--- config.mk ---
export PLATFORM = sky130hd
export DESIGN_NAME = ring_scope_segment_generator
export DESIGN_NICKNAME = d
export VERILOG_FILES = /design/src/rtl/core/rssg_pkg.sv /design/src/rtl/core/rssg_datapath.sv /design/src/rtl/core/rssg_ctrl.sv /design/src/rtl/core/rssg_out_stage.sv /design/src/rtl/core/ring_scope_segment_generator.sv
export VERILOG_INCLUDE_DIRS = /design/src /design/src/rtl/core
export SDC_FILE = /design/constraint.sdc
export NUM_CORES = 2
export LEC_CHECK = 0
export ABC_AREA = 1
export CAP_MARGIN = 20
export CORE_ASPECT_RATIO = 1.5
export CORE_MARGIN = 2
export CORE_UTILIZATION = 49
export CTS_BUF_LIST = sky130_fd_sc_hd__clkbuf_16
export CTS_CLUSTER_DIAMETER = 30
export DETAILED_ROUTE_END_ITERATION = 10
export DONT_BUFFER_PORTS = 1
export PLACE_DENSITY_LB_ADDON = 0.08
export SLEW_MARGIN = 5
export SYNTH_ARGS = -nofsm -noshare
export SYNTH_HDL_FRONTEND = slang
export SYNTH_HIERARCHICAL = 1
export SYNTH_SLANG_ARGS = --single-unit
--- constraint.sdc ---
create_clock -name clk -period 10.75 [get_ports clk]
set_input_delay 0.5375 -clock clk [delete_from_list [all_inputs] [get_ports clk]]
set_output_delay 0.5375 -clock clk [all_outputs]
set_load 0.005 [all_outputs]
--- src/rtl/core/ring_scope_segment_generator_macros.svh ---
// ----------------------------------------------------------------------------
// Ring scope segment generator - assertion macros
// Implication checks, same cycle and next cycle, compiled out for synthesis.
// ----------------------------------------------------------------------------
`ifndef RING_SCOPE_SEGMENT_GENERATOR_MACROS_SVH
`define RING_SCOPE_SEGMENT_GENERATOR_MACROS_SVH

`ifndef SYNTHESIS

// same-cycle implication, disabled while reset is asserted
`define RSSG_ASSERT_IMPLY(label, clk, rst_n, ante, cons, msg) \
	label: assert property (@(posedge clk) disable iff (!(rst_n)) (ante) |-> (cons)) \
		else $error(msg);

// next-cycle implication, disabled while reset is asserted
`define RSSG_ASSERT_NEXT(label, clk, rst_n, ante, cons, msg) \
	label: assert property (@(posedge clk) disable iff (!(rst_n)) (ante) |=> (cons)) \
		else $error(msg);

`else

`define RSSG_ASSERT_IMPLY(label, clk, rst_n, ante, cons, msg)
`define RSSG_ASSERT_NEXT(label, clk, rst_n, ante, cons, msg)

`endif

`endif

--- src/rtl/core/rssg_pkg.sv ---
// ----------------------------------------------------------------------------
// rssg_pkg
// Shared types, register indexes and elaboration-time helpers.
// ----------------------------------------------------------------------------
package rssg_pkg;

	localparam int DIM_W   = 13;
	localparam int SIZE_W  = 8;
	localparam int COORD_W = 17;
	localparam int SEG_W   = 7;
	localparam int CIDX_W  = 3;
	localparam int IN_W    = 32;
	localparam int OUT_W   = 80;

	// register indexes on the write port
	localparam logic [CIDX_W-1:0] CFG_FRAME_WIDTH    = 3'd0;
	localparam logic [CIDX_W-1:0] CFG_FRAME_HEIGHT   = 3'd1;
	localparam logic [CIDX_W-1:0] CFG_RING_SIZE      = 3'd2;
	localparam logic [CIDX_W-1:0] CFG_CHANNEL_CHOICE = 3'd3;
	localparam logic [CIDX_W-1:0] CFG_PLACEMENT      = 3'd4;
	localparam logic [CIDX_W-1:0] CFG_SOURCE_MODE    = 3'd5;

	localparam logic [1:0] CH_FIRST      = 2'd0;
	localparam logic [1:0] CH_SECOND     = 2'd1;
	localparam logic [1:0] PLACE_QUARTER = 2'd0;
	localparam logic [1:0] PLACE_HALF    = 2'd2;

	// pi in Q2.30
	localparam longint unsigned PI_Q30 = 64'd3373259426;

	typedef enum logic [1:0] {
		MUL_SIDE   = 2'd0,
		MUL_RADIUS = 2'd1,
		MUL_COS    = 2'd2,
		MUL_SIN    = 2'd3
	} mul_sel_t;

	typedef struct packed {
		logic     take;
		logic     mul_en;
		mul_sel_t mul_sel;
		logic     point_en;
		logic     commit;
		logic     emit;
	} cmd_t;

	typedef struct packed {
		logic k_zero;
	} stat_t;

	typedef struct packed {
		logic                      done;
		logic                      visible;
		logic signed [COORD_W-1:0] ey;
		logic signed [COORD_W-1:0] ex;
		logic signed [COORD_W-1:0] sy;
		logic signed [COORD_W-1:0] sx;
		logic [SEG_W-1:0]          idx;
	} seg_t;

	// Q1.15 rounding with clamp to [0, 1.0) from a Q2.30 value
	function automatic logic [15:0] round_q15(input longint v);
		longint t;
		t = v;
		if (t < 0) t = 0;
		if (t > (longint'(1) << 30)) t = longint'(1) << 30;
		t = (t + 16384) >>> 15;
		if (t > 32767) t = 32767;
		return 16'(t);
	endfunction

endpackage

--- src/rtl/core/rssg_datapath.sv ---
// ----------------------------------------------------------------------------
// rssg_datapath
// Config registers, magnitude, shared multiplier, point math, ring state.
// ----------------------------------------------------------------------------
`include "ring_scope_segment_generator_macros.svh"

module rssg_datapath #(
	parameter int SEGMENTS = 80
) (
	input  logic                         clk,
	input  logic                         arst_n,
	input  logic                         cfg_we,
	input  logic [rssg_pkg::CIDX_W-1:0]  cfg_index,
	input  logic [rssg_pkg::DIM_W-1:0]   cfg_data,
	input  logic [rssg_pkg::IN_W-1:0]    s_tdata,
	input  rssg_pkg::cmd_t               cmd,
	output rssg_pkg::stat_t              status,
	output rssg_pkg::seg_t               seg_fwd,
	output rssg_pkg::seg_t               seg_mir
);
	import rssg_pkg::*;

	localparam int HALF = SEGMENTS / 2;
	localparam int KW   = $clog2(HALF + 1);
	localparam int IW   = $clog2(SEGMENTS + 2);
	localparam int RS_W = 2 * DIM_W + SIZE_W + 3;   // 37: side*size*scale
	localparam int MB_W = 16;
	localparam int PR_W = RS_W + MB_W;

	localparam logic signed [COORD_W+1:0] SAT_LO = -19'sd65536;
	localparam logic signed [COORD_W+1:0] SAT_HI = 19'sd65535;

	// cos/sin in Q1.15 from a folded angle phi (Q2.30), Taylor series at elaboration
	function automatic logic signed [15:0] trig_q15(input longint unsigned phi,
			input logic neg, input logic want_sin);
		longint unsigned p2;
		longint unsigned ts;
		longint unsigned tc;
		longint sv;
		longint cv;
		logic signed [15:0] r;
		sv  = 0;
		cv  = 0;
		p2  = (phi * phi) >> 30;
		ts  = phi;
		tc  = longint'(1) << 30;
		for (int i = 0; i < 8; i++) begin
			if (i[0]) begin
				sv = sv - longint'(ts);
				cv = cv - longint'(tc);
			end else begin
				sv = sv + longint'(ts);
				cv = cv + longint'(tc);
			end
			// next terms: sin over (2i+2)(2i+3), cos over (2i+1)(2i+2)
			case (i)
				0: begin
					ts = ((ts * p2) >> 30) / 64'd6;
					tc = ((tc * p2) >> 30) >> 1;
				end
				1: begin
					ts = ((ts * p2) >> 30) / 64'd20;
					tc = ((tc * p2) >> 30) / 64'd12;
				end
				2: begin
					ts = ((ts * p2) >> 30) / 64'd42;
					tc = ((tc * p2) >> 30) / 64'd30;
				end
				3: begin
					ts = ((ts * p2) >> 30) / 64'd72;
					tc = ((tc * p2) >> 30) / 64'd56;
				end
				4: begin
					ts = ((ts * p2) >> 30) / 64'd110;
					tc = ((tc * p2) >> 30) / 64'd90;
				end
				5: begin
					ts = ((ts * p2) >> 30) / 64'd156;
					tc = ((tc * p2) >> 30) / 64'd132;
				end
				6: begin
					ts = ((ts * p2) >> 30) / 64'd210;
					tc = ((tc * p2) >> 30) / 64'd182;
				end
				default: ;
			endcase
		end
		r = $signed(round_q15(want_sin ? sv : cv));
		if (!want_sin && neg) r = -r;
		return r;
	endfunction

	function automatic logic in_frame(input logic signed [COORD_W-1:0] x,
			input logic signed [COORD_W-1:0] y, input logic [DIM_W-1:0] w,
			input logic [DIM_W-1:0] h);
		return !x[COORD_W-1] && (x[COORD_W-2:0] < {3'b000, w}) &&
			!y[COORD_W-1] && (y[COORD_W-2:0] < {3'b000, h});
	endfunction

	function automatic logic signed [COORD_W-1:0] sat17(input logic signed [COORD_W+1:0] v);
		if (v < SAT_LO) return SAT_LO[COORD_W-1:0];
		if (v > SAT_HI) return SAT_HI[COORD_W-1:0];
		return v[COORD_W-1:0];
	endfunction

	function automatic logic [7:0] pick(input logic [1:0] ch, input logic [7:0] a,
			input logic [7:0] b);
		logic [7:0] r;
		case (ch)
			CH_FIRST:  r = a;
			CH_SECOND: r = b;
			default:   r = (a >> 1) + (b >> 1);
		endcase
		return r;
	endfunction

	// constant tables
	logic signed [15:0] cos_tab [0:HALF];
	logic signed [15:0] sin_tab [0:HALF];
	logic [15:0]        scale_tab [0:255];

	// angle 2*pi*g/SEGMENTS folded into the first quadrant
	for (genvar g = 0; g <= HALF; g++) begin : g_trig
		localparam longint unsigned N_RAW  = (2 * g > SEGMENTS) ? SEGMENTS : 2 * g;
		localparam bit              NEG    = (2 * N_RAW > SEGMENTS);
		localparam longint unsigned N_FOLD = NEG ? SEGMENTS - N_RAW : N_RAW;
		localparam longint unsigned PHI    = (PI_Q30 * N_FOLD) / SEGMENTS;
		assign cos_tab[g] = trig_q15(PHI, NEG, 1'b0);
		assign sin_tab[g] = trig_q15(PHI, NEG, 1'b1);
	end

	// Q0.16 gain 0.1 + 0.9*m/255
	for (genvar g = 0; g < 256; g++) begin : g_scale
		localparam int SCALE = 6553 + (g * 58982) / 255;
		assign scale_tab[g] = 16'(SCALE);
	end

	// config registers
	logic [DIM_W-1:0]  width_q;
	logic [DIM_W-1:0]  height_q;
	logic [SIZE_W-1:0] size_q;
	logic [1:0]        chan_q;
	logic [1:0]        place_q;
	logic              mode_q;

	always_ff @(posedge clk or negedge arst_n) begin
		if (!arst_n) begin
			width_q  <= 13'd640;
			height_q <= 13'd480;
			size_q   <= 8'd16;
			chan_q   <= CH_FIRST;
			place_q  <= PLACE_QUARTER;
			mode_q   <= 1'b0;
		end else if (cfg_we) begin
			case (cfg_index)
				CFG_FRAME_WIDTH:    width_q  <= cfg_data;
				CFG_FRAME_HEIGHT:   height_q <= cfg_data;
				CFG_RING_SIZE:      size_q   <= cfg_data[SIZE_W-1:0];
				CFG_CHANNEL_CHOICE: chan_q   <= cfg_data[1:0];
				CFG_PLACEMENT:      place_q  <= cfg_data[1:0];
				CFG_SOURCE_MODE:    mode_q   <= cfg_data[0];
				default: ;
			endcase
		end
	end

	// item intake
	logic [7:0] pick_even;
	logic [7:0] pick_odd;
	logic [7:0] mag;
	logic [KW-1:0] k_eff;
	logic [DIM_W-1:0] side;

	assign pick_even = pick(chan_q, s_tdata[7:0], s_tdata[15:8]);
	assign pick_odd  = pick(chan_q, s_tdata[23:16], s_tdata[31:24]);
	assign mag       = mode_q ? ((pick_even >> 1) + (pick_odd >> 1)) : (pick_even ^ 8'h80);
	assign side      = (width_q < height_q) ? width_q : height_q;

	logic [KW-1:0]    count_q;
	logic [KW-1:0]    k_q;
	logic [7:0]       m_q;
	logic [DIM_W-1:0] side_q;

	assign k_eff = (count_q > KW'(HALF)) ? '0 : count_q;

	always_ff @(posedge clk) begin
		if (cmd.take) begin
			k_q    <= k_eff;
			m_q    <= mag;
			side_q <= side;
		end
	end

	// shared multiplier
	logic signed [15:0] cos_val;
	logic signed [15:0] sin_val;
	logic               cos_neg;
	logic [14:0]        cos_mag;
	logic [RS_W-1:0]    mul_a;
	logic [MB_W-1:0]    mul_b;
	logic [PR_W-1:0]    prod;

	logic [DIM_W+SIZE_W-1:0] pside_q;
	logic [15:0]             scale_q;
	logic [RS_W-1:0]         rs_q;
	logic signed [COORD_W:0] offx_q;
	logic signed [COORD_W:0] offy_q;

	assign cos_val = cos_tab[k_q];
	assign sin_val = sin_tab[k_q];
	assign cos_neg = cos_val[15];
	assign cos_mag = cos_neg ? 15'(-cos_val) : cos_val[14:0];

	always_comb begin
		case (cmd.mul_sel)
			MUL_SIDE: begin
				mul_a = RS_W'(side_q);
				mul_b = MB_W'(size_q);
			end
			MUL_RADIUS: begin
				mul_a = RS_W'(pside_q);
				mul_b = scale_q;
			end
			MUL_COS: begin
				mul_a = rs_q;
				mul_b = {1'b0, cos_mag};
			end
			default: begin
				mul_a = rs_q;
				mul_b = sin_val;
			end
		endcase
	end

	assign prod = PR_W'(mul_a) * PR_W'(mul_b);

	logic [COORD_W-1:0] prod_hi;
	assign prod_hi = prod[36 +: COORD_W];

	always_ff @(posedge clk) begin
		if (cmd.mul_en) begin
			case (cmd.mul_sel)
				MUL_SIDE: begin
					pside_q <= prod[DIM_W+SIZE_W-1:0];
					scale_q <= scale_tab[m_q];
				end
				MUL_RADIUS: rs_q <= prod[RS_W-1:0];
				MUL_COS: offx_q <= cos_neg ? -$signed({1'b0, prod_hi}) : $signed({1'b0, prod_hi});
				default: offy_q <= $signed({1'b0, prod_hi});
			endcase
		end
	end

	// point placement
	logic [DIM_W-1:0] cx;
	logic [DIM_W-1:0] cy;
	logic signed [COORD_W+1:0] cx_s;
	logic signed [COORD_W+1:0] cy_s;

	always_comb begin
		case (place_q)
			PLACE_QUARTER: cx = width_q >> 2;
			PLACE_HALF:    cx = width_q >> 1;
			default:       cx = (width_q >> 1) + (width_q >> 2);
		endcase
	end
	assign cy   = height_q >> 1;
	assign cx_s = $signed({6'b0, cx});
	assign cy_s = $signed({6'b0, cy});

	logic signed [COORD_W-1:0] px_q;
	logic signed [COORD_W-1:0] fy_q;
	logic signed [COORD_W-1:0] my_q;

	always_ff @(posedge clk) begin
		if (cmd.point_en) begin
			px_q <= sat17(cx_s + (COORD_W+2)'(offx_q));
			fy_q <= sat17(cy_s - (COORD_W+2)'(offy_q));
			my_q <= sat17(cy_s + (COORD_W+2)'(offy_q));
		end
	end

	// ring state
	logic signed [COORD_W-1:0] fwd_x_q;
	logic signed [COORD_W-1:0] fwd_y_q;
	logic signed [COORD_W-1:0] mir_x_q;
	logic signed [COORD_W-1:0] mir_y_q;
	logic                      k_last;

	assign k_last = (k_q == KW'(HALF));

	always_ff @(posedge clk or negedge arst_n) begin
		if (!arst_n) begin
			count_q <= '0;
			fwd_x_q <= '0;
			fwd_y_q <= '0;
			mir_x_q <= '0;
			mir_y_q <= '0;
		end else if (cmd.commit) begin
			count_q <= k_last ? '0 : k_q + 1'b1;
			fwd_x_q <= px_q;
			fwd_y_q <= fy_q;
			mir_x_q <= px_q;
			mir_y_q <= my_q;
		end
	end

	assign status.k_zero = (k_q == '0);

	logic [IW-1:0] mir_idx;
	assign mir_idx = IW'(SEGMENTS + 1) - IW'(k_q);

	always_comb begin
		seg_fwd.idx     = SEG_W'(k_q);
		seg_fwd.sx      = px_q;
		seg_fwd.sy      = fy_q;
		seg_fwd.ex      = fwd_x_q;
		seg_fwd.ey      = fwd_y_q;
		seg_fwd.visible = in_frame(px_q, fy_q, width_q, height_q) ||
			in_frame(fwd_x_q, fwd_y_q, width_q, height_q);
		seg_fwd.done    = 1'b0;

		seg_mir.idx     = SEG_W'(mir_idx);
		seg_mir.sx      = mir_x_q;
		seg_mir.sy      = mir_y_q;
		seg_mir.ex      = px_q;
		seg_mir.ey      = my_q;
		seg_mir.visible = in_frame(mir_x_q, mir_y_q, width_q, height_q) ||
			in_frame(px_q, my_q, width_q, height_q);
		seg_mir.done    = k_last;
	end

	`RSSG_ASSERT_IMPLY(a_count_range, clk, arst_n, cmd.take, k_eff <= KW'(HALF), "count beyond half ring")
	`RSSG_ASSERT_NEXT(a_count_wrap, clk, arst_n, cmd.commit && k_last, count_q == '0, "count did not wrap at frame end")
	`RSSG_ASSERT_NEXT(a_count_step, clk, arst_n, cmd.commit && !k_last, count_q != '0, "count stuck at zero after commit")

endmodule

--- src/rtl/core/rssg_ctrl.sv ---
// ----------------------------------------------------------------------------
// rssg_ctrl
// Sequencer: intake, four multiplier steps, point step, commit.
// ----------------------------------------------------------------------------
`include "ring_scope_segment_generator_macros.svh"

module rssg_ctrl (
	input  logic              clk,
	input  logic              arst_n,
	input  logic              s_tvalid,
	output logic              s_tready,
	input  rssg_pkg::stat_t   status,
	input  logic              load_ok,
	output rssg_pkg::cmd_t    cmd
);
	import rssg_pkg::*;

	typedef enum logic [6:0] {
		ST_IDLE   = 7'b0000001,
		ST_MUL_A  = 7'b0000010,
		ST_MUL_B  = 7'b0000100,
		ST_MUL_C  = 7'b0001000,
		ST_MUL_D  = 7'b0010000,
		ST_POINT  = 7'b0100000,
		ST_FINISH = 7'b1000000
	} state_t;

	state_t state_q;
	state_t state_d;

	always_comb begin
		state_d      = state_q;
		cmd          = '0;
		cmd.mul_sel  = MUL_SIDE;
		s_tready     = 1'b0;
		case (state_q)
			ST_IDLE: begin
				s_tready = 1'b1;
				cmd.take = s_tvalid;
				if (s_tvalid) state_d = ST_MUL_A;
			end
			ST_MUL_A: begin
				cmd.mul_en  = 1'b1;
				cmd.mul_sel = MUL_SIDE;
				state_d     = ST_MUL_B;
			end
			ST_MUL_B: begin
				cmd.mul_en  = 1'b1;
				cmd.mul_sel = MUL_RADIUS;
				state_d     = ST_MUL_C;
			end
			ST_MUL_C: begin
				cmd.mul_en  = 1'b1;
				cmd.mul_sel = MUL_COS;
				state_d     = ST_MUL_D;
			end
			ST_MUL_D: begin
				cmd.mul_en  = 1'b1;
				cmd.mul_sel = MUL_SIN;
				state_d     = ST_POINT;
			end
			ST_POINT: begin
				cmd.point_en = 1'b1;
				state_d      = ST_FINISH;
			end
			ST_FINISH: begin
				// item 0 only seeds the ring; others wait for room in the output stage
				cmd.commit = status.k_zero || load_ok;
				cmd.emit   = !status.k_zero && load_ok;
				if (cmd.commit) state_d = ST_IDLE;
			end
			default: state_d = ST_IDLE;
		endcase
	end

	always_ff @(posedge clk or negedge arst_n) begin
		if (!arst_n) begin
			state_q <= ST_IDLE;
		end else begin
			state_q <= state_d;
		end
	end

	`RSSG_ASSERT_IMPLY(a_emit_room, clk, arst_n, cmd.emit, load_ok, "emit without room in output stage")
	`RSSG_ASSERT_NEXT(a_busy_after_take, clk, arst_n, cmd.take, !s_tready, "ready right after a request")
	`RSSG_ASSERT_NEXT(a_no_quick_commit, clk, arst_n, cmd.take, !cmd.commit, "commit right after a request")

endmodule

--- src/rtl/core/rssg_out_stage.sv ---
// ----------------------------------------------------------------------------
// rssg_out_stage
// Output register plus one pending slot for the second segment of a pair.
// ----------------------------------------------------------------------------
`include "ring_scope_segment_generator_macros.svh"

module rssg_out_stage (
	input  logic                        clk,
	input  logic                        arst_n,
	input  logic                        load,
	input  rssg_pkg::seg_t              seg_fwd,
	input  rssg_pkg::seg_t              seg_mir,
	output logic                        load_ok,
	output logic                        m_tvalid,
	input  logic                        m_tready,
	output logic [rssg_pkg::OUT_W-1:0]  m_tdata,
	output logic                        m_tlast,
	output logic                        m_tuser
);
	import rssg_pkg::*;

	seg_t out_q;
	seg_t pend_q;
	logic o_valid_q;
	logic p_valid_q;
	logic pop;

	assign pop     = o_valid_q && m_tready;
	assign load_ok = !p_valid_q && (!o_valid_q || m_tready);

	always_ff @(posedge clk or negedge arst_n) begin
		if (!arst_n) begin
			o_valid_q <= 1'b0;
			p_valid_q <= 1'b0;
		end else if (load) begin
			o_valid_q <= 1'b1;
			p_valid_q <= 1'b1;
		end else if (pop) begin
			if (p_valid_q) begin
				p_valid_q <= 1'b0;
			end else begin
				o_valid_q <= 1'b0;
			end
		end
	end

	always_ff @(posedge clk) begin
		if (load) begin
			out_q  <= seg_fwd;
			pend_q <= seg_mir;
		end else if (pop && p_valid_q) begin
			out_q <= pend_q;
		end
	end

	assign m_tvalid = o_valid_q;
	assign m_tdata  = {5'b00000, out_q.ey, out_q.ex, out_q.sy, out_q.sx, out_q.idx};
	assign m_tlast  = out_q.done;
	assign m_tuser  = out_q.visible;

	`RSSG_ASSERT_IMPLY(a_pend_has_out, clk, arst_n, p_valid_q, o_valid_q, "pending slot full with output empty")
	`RSSG_ASSERT_IMPLY(a_last_alone, clk, arst_n, o_valid_q && out_q.done, !p_valid_q, "segment queued behind frame end")
	`RSSG_ASSERT_NEXT(a_pend_moves, clk, arst_n, pop && p_valid_q, o_valid_q && !p_valid_q, "pending segment lost")

endmodule

--- src/rtl/core/ring_scope_segment_generator.sv ---
// ----------------------------------------------------------------------------
// ring_scope_segment_generator
// Places mirrored ring points from audio magnitudes and emits ring segments.
// ----------------------------------------------------------------------------
//  channel | role        | payload
//  s_*     | item in     | tdata: first_even, second_even, first_odd, second_odd
//  m_*     | segment out | tdata: seg_index, start_x, start_y, end_x, end_y;
//          |             | tuser: visible; tlast: frame_done
//  cfg_*   | reg write   | index per register list, data 13 bits
//
//  Each item goes through intake, four passes through the one shared
//  37x16 multiplier (side*size, *scale, *cos, *sin), point step, commit.
//  Items 1..SEGMENTS/2 emit two segments; the commit waits while the output
//  stage still holds an earlier pair. The next item is taken while the last
//  segment of a pair waits at the output. Reset is asynchronous and clears
//  the config to 640x480, size 16, the ring state and the position count.
// ----------------------------------------------------------------------------
module ring_scope_segment_generator #(
	parameter int SEGMENTS = 80
) (
	input  logic                         clk,
	input  logic                         arst_n,
	input  logic                         cfg_we,
	input  logic [rssg_pkg::CIDX_W-1:0]  cfg_index,
	input  logic [rssg_pkg::DIM_W-1:0]   cfg_data,
	input  logic                         s_tvalid,
	output logic                         s_tready,
	// [7:0] first_even, [15:8] second_even, [23:16] first_odd, [31:24] second_odd
	input  logic [rssg_pkg::IN_W-1:0]    s_tdata,
	output logic                         m_tvalid,
	input  logic                         m_tready,
	// [6:0] seg_index, [23:7] start_x, [40:24] start_y, [57:41] end_x,
	// [74:58] end_y, [79:75] zero
	output logic [rssg_pkg::OUT_W-1:0]   m_tdata,
	output logic                         m_tlast,
	// [0] visible
	output logic                         m_tuser
);
	import rssg_pkg::*;

	cmd_t  cmd;
	stat_t status;
	seg_t  seg_fwd;
	seg_t  seg_mir;
	logic  load_ok;

	rssg_datapath #(
		.SEGMENTS (SEGMENTS)
	) u_datapath (
		.clk       (clk),
		.arst_n    (arst_n),
		.cfg_we    (cfg_we),
		.cfg_index (cfg_index),
		.cfg_data  (cfg_data),
		.s_tdata   (s_tdata),
		.cmd       (cmd),
		.status    (status),
		.seg_fwd   (seg_fwd),
		.seg_mir   (seg_mir)
	);

	rssg_ctrl u_ctrl (
		.clk      (clk),
		.arst_n   (arst_n),
		.s_tvalid (s_tvalid),
		.s_tready (s_tready),
		.status   (status),
		.load_ok  (load_ok),
		.cmd      (cmd)
	);

	rssg_out_stage u_out (
		.clk      (clk),
		.arst_n   (arst_n),
		.load     (cmd.emit),
		.seg_fwd  (seg_fwd),
		.seg_mir  (seg_mir),
		.load_ok  (load_ok),
		.m_tvalid (m_tvalid),
		.m_tready (m_tready),
		.m_tdata  (m_tdata),
		.m_tlast  (m_tlast),
		.m_tuser  (m_tuser)
	);

endmodule

==> run metrics <==
status finished clean; number of global-route vias before repair between 40000 and 50000; Clock transition at path regs approximately 50 ps; worst skew pair latency between 600 and 700 ps; Achievable Freq around 100 MHz; layout cells sized above 1 about 5.8%; Max Slew Vio Count 0; largest stage delay on the critical path approximately 610 ps; crit end category flop; Worst path most repeated cell nand2_1; CTS Buf Count 75; H-tree Lvls 3; routability cong. just over 1; Worst Reg-to-Reg Cells 41; GRT Total Usage 31.1%; Leak between 20 and 25 nW; IO Port Bufs 0; final WL ~150 mm; post-synthesis cell count about 6000; Post-Place Setup Slack roughly 1100 ps; Final Net Count roughly 6800; clk buf depth 3; Tightest Hold Check Type input pin to flop; Avg Inst Size Synth 8.02 µm²; Rows 140; Final ANT Viol Nets 0; most common cell in the netlist nand2_1; PwrDens 257 nW/µm²; initial antenna violation count 1; worst-margin pin slew 1040 ps; dominant cells by area after synthesis edfxtp_1 21%, fa_1 21%, nand2_1 12%, ha_1 8.2%, inv_1 8.0%; library cells used by synthesis 73; Min-Delay Path Depth 3; slowest CP cell edfxtp_1; EDFF count, synth ~340; pin count of the biggest net entering global routing between 150 and 200; #FFs+latches synth 446; n_diodes 0; Setup Crit Path Kind flop to flop; clk sinks between 400 and 500; vias post-DR just over 40000; reg-to-reg slack, setup about 1000 ps; final worst slack approximately 1000 ps; synth cell count leaders 1543 x nand2_1, 1014 x inv_1, 524 x nor2_1, 495 x fa_1, 341 x edfxtp_1; Final period util around 90%; reg2reg start u_datapath/k_q[2]; core area between 90000 and 100000 µm²; TNS Setup 0 ps; initial core utilization around half; Synth top area share approximately 21%; WHS Endpoint u_out/p_valid_q; Pre-Repair DR Iteration Count 8; final hold viol count 0; Post-DP HPWL roughly 120 mm; global route total overflow 0; final setup fails 0; cell taking the most area after synthesis edfxtp_1; Worst EP required approximately 11000 ps; Root Driver clkbuf_16; critical path fanouts, max 17; die width 259 µm; Vias/cell between 5 and 6; IO Pins ~140; main flop type after synthesis edfxtp_1; global-route wire length before repair around 240 mm; register area share after synthesis between 20% and 30%; Syn Std Cell Area approximately 48000 µm²; setup repair after global routing missed its margin false; MaxCap Viol Count 0; crit path DAT around 10000 ps; Critical R2R Capture u_datapath/offx_q[11]; FFs w/ async S/R, synth between 20% and 30%; DRC 0; skew final around 18 ps; die footprint between 100000 and 150000 µm²; YS warnings 6; Worst setup SP type flop; Hold Path Origin m_tready; WL/cell roughly 21 µm; Die Y a little under 400 µm; Slew HR between 30% and 40%; initial DRC count a little under 3000; VDD IR-drop max 0.468 mV; Tmin final between 9000 and 10000 ps; Resized cells post-CTS 0; CTS tree built; P&R area growth vs syn 8.22%
-- state kept, by name, summed over array words and instances, names as in the netlist, 16 cells and up --
register and flops:
u_datapath/fwd_y_q 17, u_datapath/fy_q 17, u_datapath/mir_x_q 17, u_datapath/mir_y_q 17
u_datapath/my_q 17, u_datapath/offx_q 18, u_datapath/offy_q 17, u_datapath/pside_q 21
u_datapath/px_q 17, u_datapath/rs_q 37, u_datapath/scale_q 16, u_out/m_tdata 75
u_out/pend_q 77
-- cell type report --
type	instances	area, µm²
Multi-Input combinational cell	4233	29800
Inverter	1057	3980
Clock buffer	75	1880
Tap cell	1278	1600
Sequential cell	446	12900
Clock inverter	63	699
Timing Repair Buffer	100	906
Fill cell	9291	45100
-- metrics by stage --
step | power, mW | utilization, % | cells | cell area, µm² | hold slack [ps]
after floorplan | 8.13 | - | 5986 | 47900 | 242
after global routing | 14.4 | 53.4 | 7252 | 51800 | 69.8
after global placement | 10.7 | 50.7 | 7110 | 49100 | 248
after CTS | 13.3 | 53.4 | 7251 | 51700 | 26.5
final | 13.3 | 53.4 | 7252 | 51800 | 64.5
after detailed placement | 10.8 | 50.7 | 7111 | 49100 | 247
-- where the power goes --
part | switching [mW] | leakage, nW | internal (mW) | total, mW
registers | 0.163 | 4.44 | 2.44 | 2.60
clock network | 0.914 | 1.28 | 1.50 | 2.42
logic | 5.64 | 19.0 | 2.63 | 8.28
total | 6.72 | 24.7 | 6.58 | 13.3
-- placed cells by master, fill, tap and decap left out, drive strengths merged, types with 9 or more instances in the layout --
cell type,instances
a21oi,286
fa,495
a31oi,25
o21bai,15
inv,1067
nor2,554
ha,313
edfxtp,341
o2111ai,9
clkbuf,75
or2,15
nor3,40
a21boi,14
xnor2,31
nand3b,9
nand2,1561
conb,24
nand4,36
o21ai,251
xor2,71
dfrtp,97
o211ai,38
o22ai,37
clkinv,37
o221ai,21
nand3,298
o21a,18
buf,99
-- cells by family (layout without fill, tap and decap cells) --
| family | after synthesis | after routing | share of synthesized area (%) |
|---|---|---|---|
| flip-flops | 446 | 446 | 26.9 |
| XOR/XNOR | 102 | 102 | 1.87 |
| buffers and inverters | 1307 | 1295 | 11.0 |
| other | 3 | 24 | 0.0235 |
| AO/OA/AOI/OAI | 772 | 772 | 9.43 |
| AND/OR/NAND/NOR | 2527 | 2527 | 21.8 |
| adder cells (fa/ha/maj) | 808 | 808 | 28.9 |
-- timing repair --
| action | CTS | global route |
|---|---|---|
| buffers inserted | 0 | 0 |
| endpoints found under the hold margin | 105 | 0 |
| hold buffers | 2 | 0 |
| setup endpoints to repair | 0 | 0 |
-- how the worst max path moves through the flow --
stage | startpoint | end | slack, ps | cells past startpoint
5_1_grt | u_datapath/k_q[2] | u_datapath/offx_q[11] | 270 | 44
2_1_floorplan | u_datapath/k_q[0] | u_out/m_tdata[0] | 910 | 10
3_3_place_gp | u_datapath/k_q[2] | u_datapath/offx_q[11] | 1190 | 42
4_1_cts | u_datapath/k_q[2] | u_datapath/offx_q[11] | 1090 | 44
6_report | u_datapath/k_q[2] | u_datapath/offx_q[11] | 1040 | 41
3_5_place_dp | u_datapath/k_q[2] | u_datapath/offx_q[11] | 1140 | 42
-- layer usage --
| metal | share of wire [%] | track usage, % |
|---|---|---|
| met5 | 0.0084 | 0 |
| met4 | 6.9 | 18.9 |
| met3 | 5.1 | 4.01 |
| met2 | 51 | 55.3 |
| met1 | 37 | 35.1 |
-- critical path, delay by kind of cell, from the launching register on --
family,cells,cell delay [ps]
AOI/OAI and AO/OA,3,320
buffers and inverters,7,1080
xor gates and xnor gates,1,140
DFF,1,610
adders and majority gates,8,3560
and+or+nand+nor,22,3710
Power figures use the tool's default switching activity.
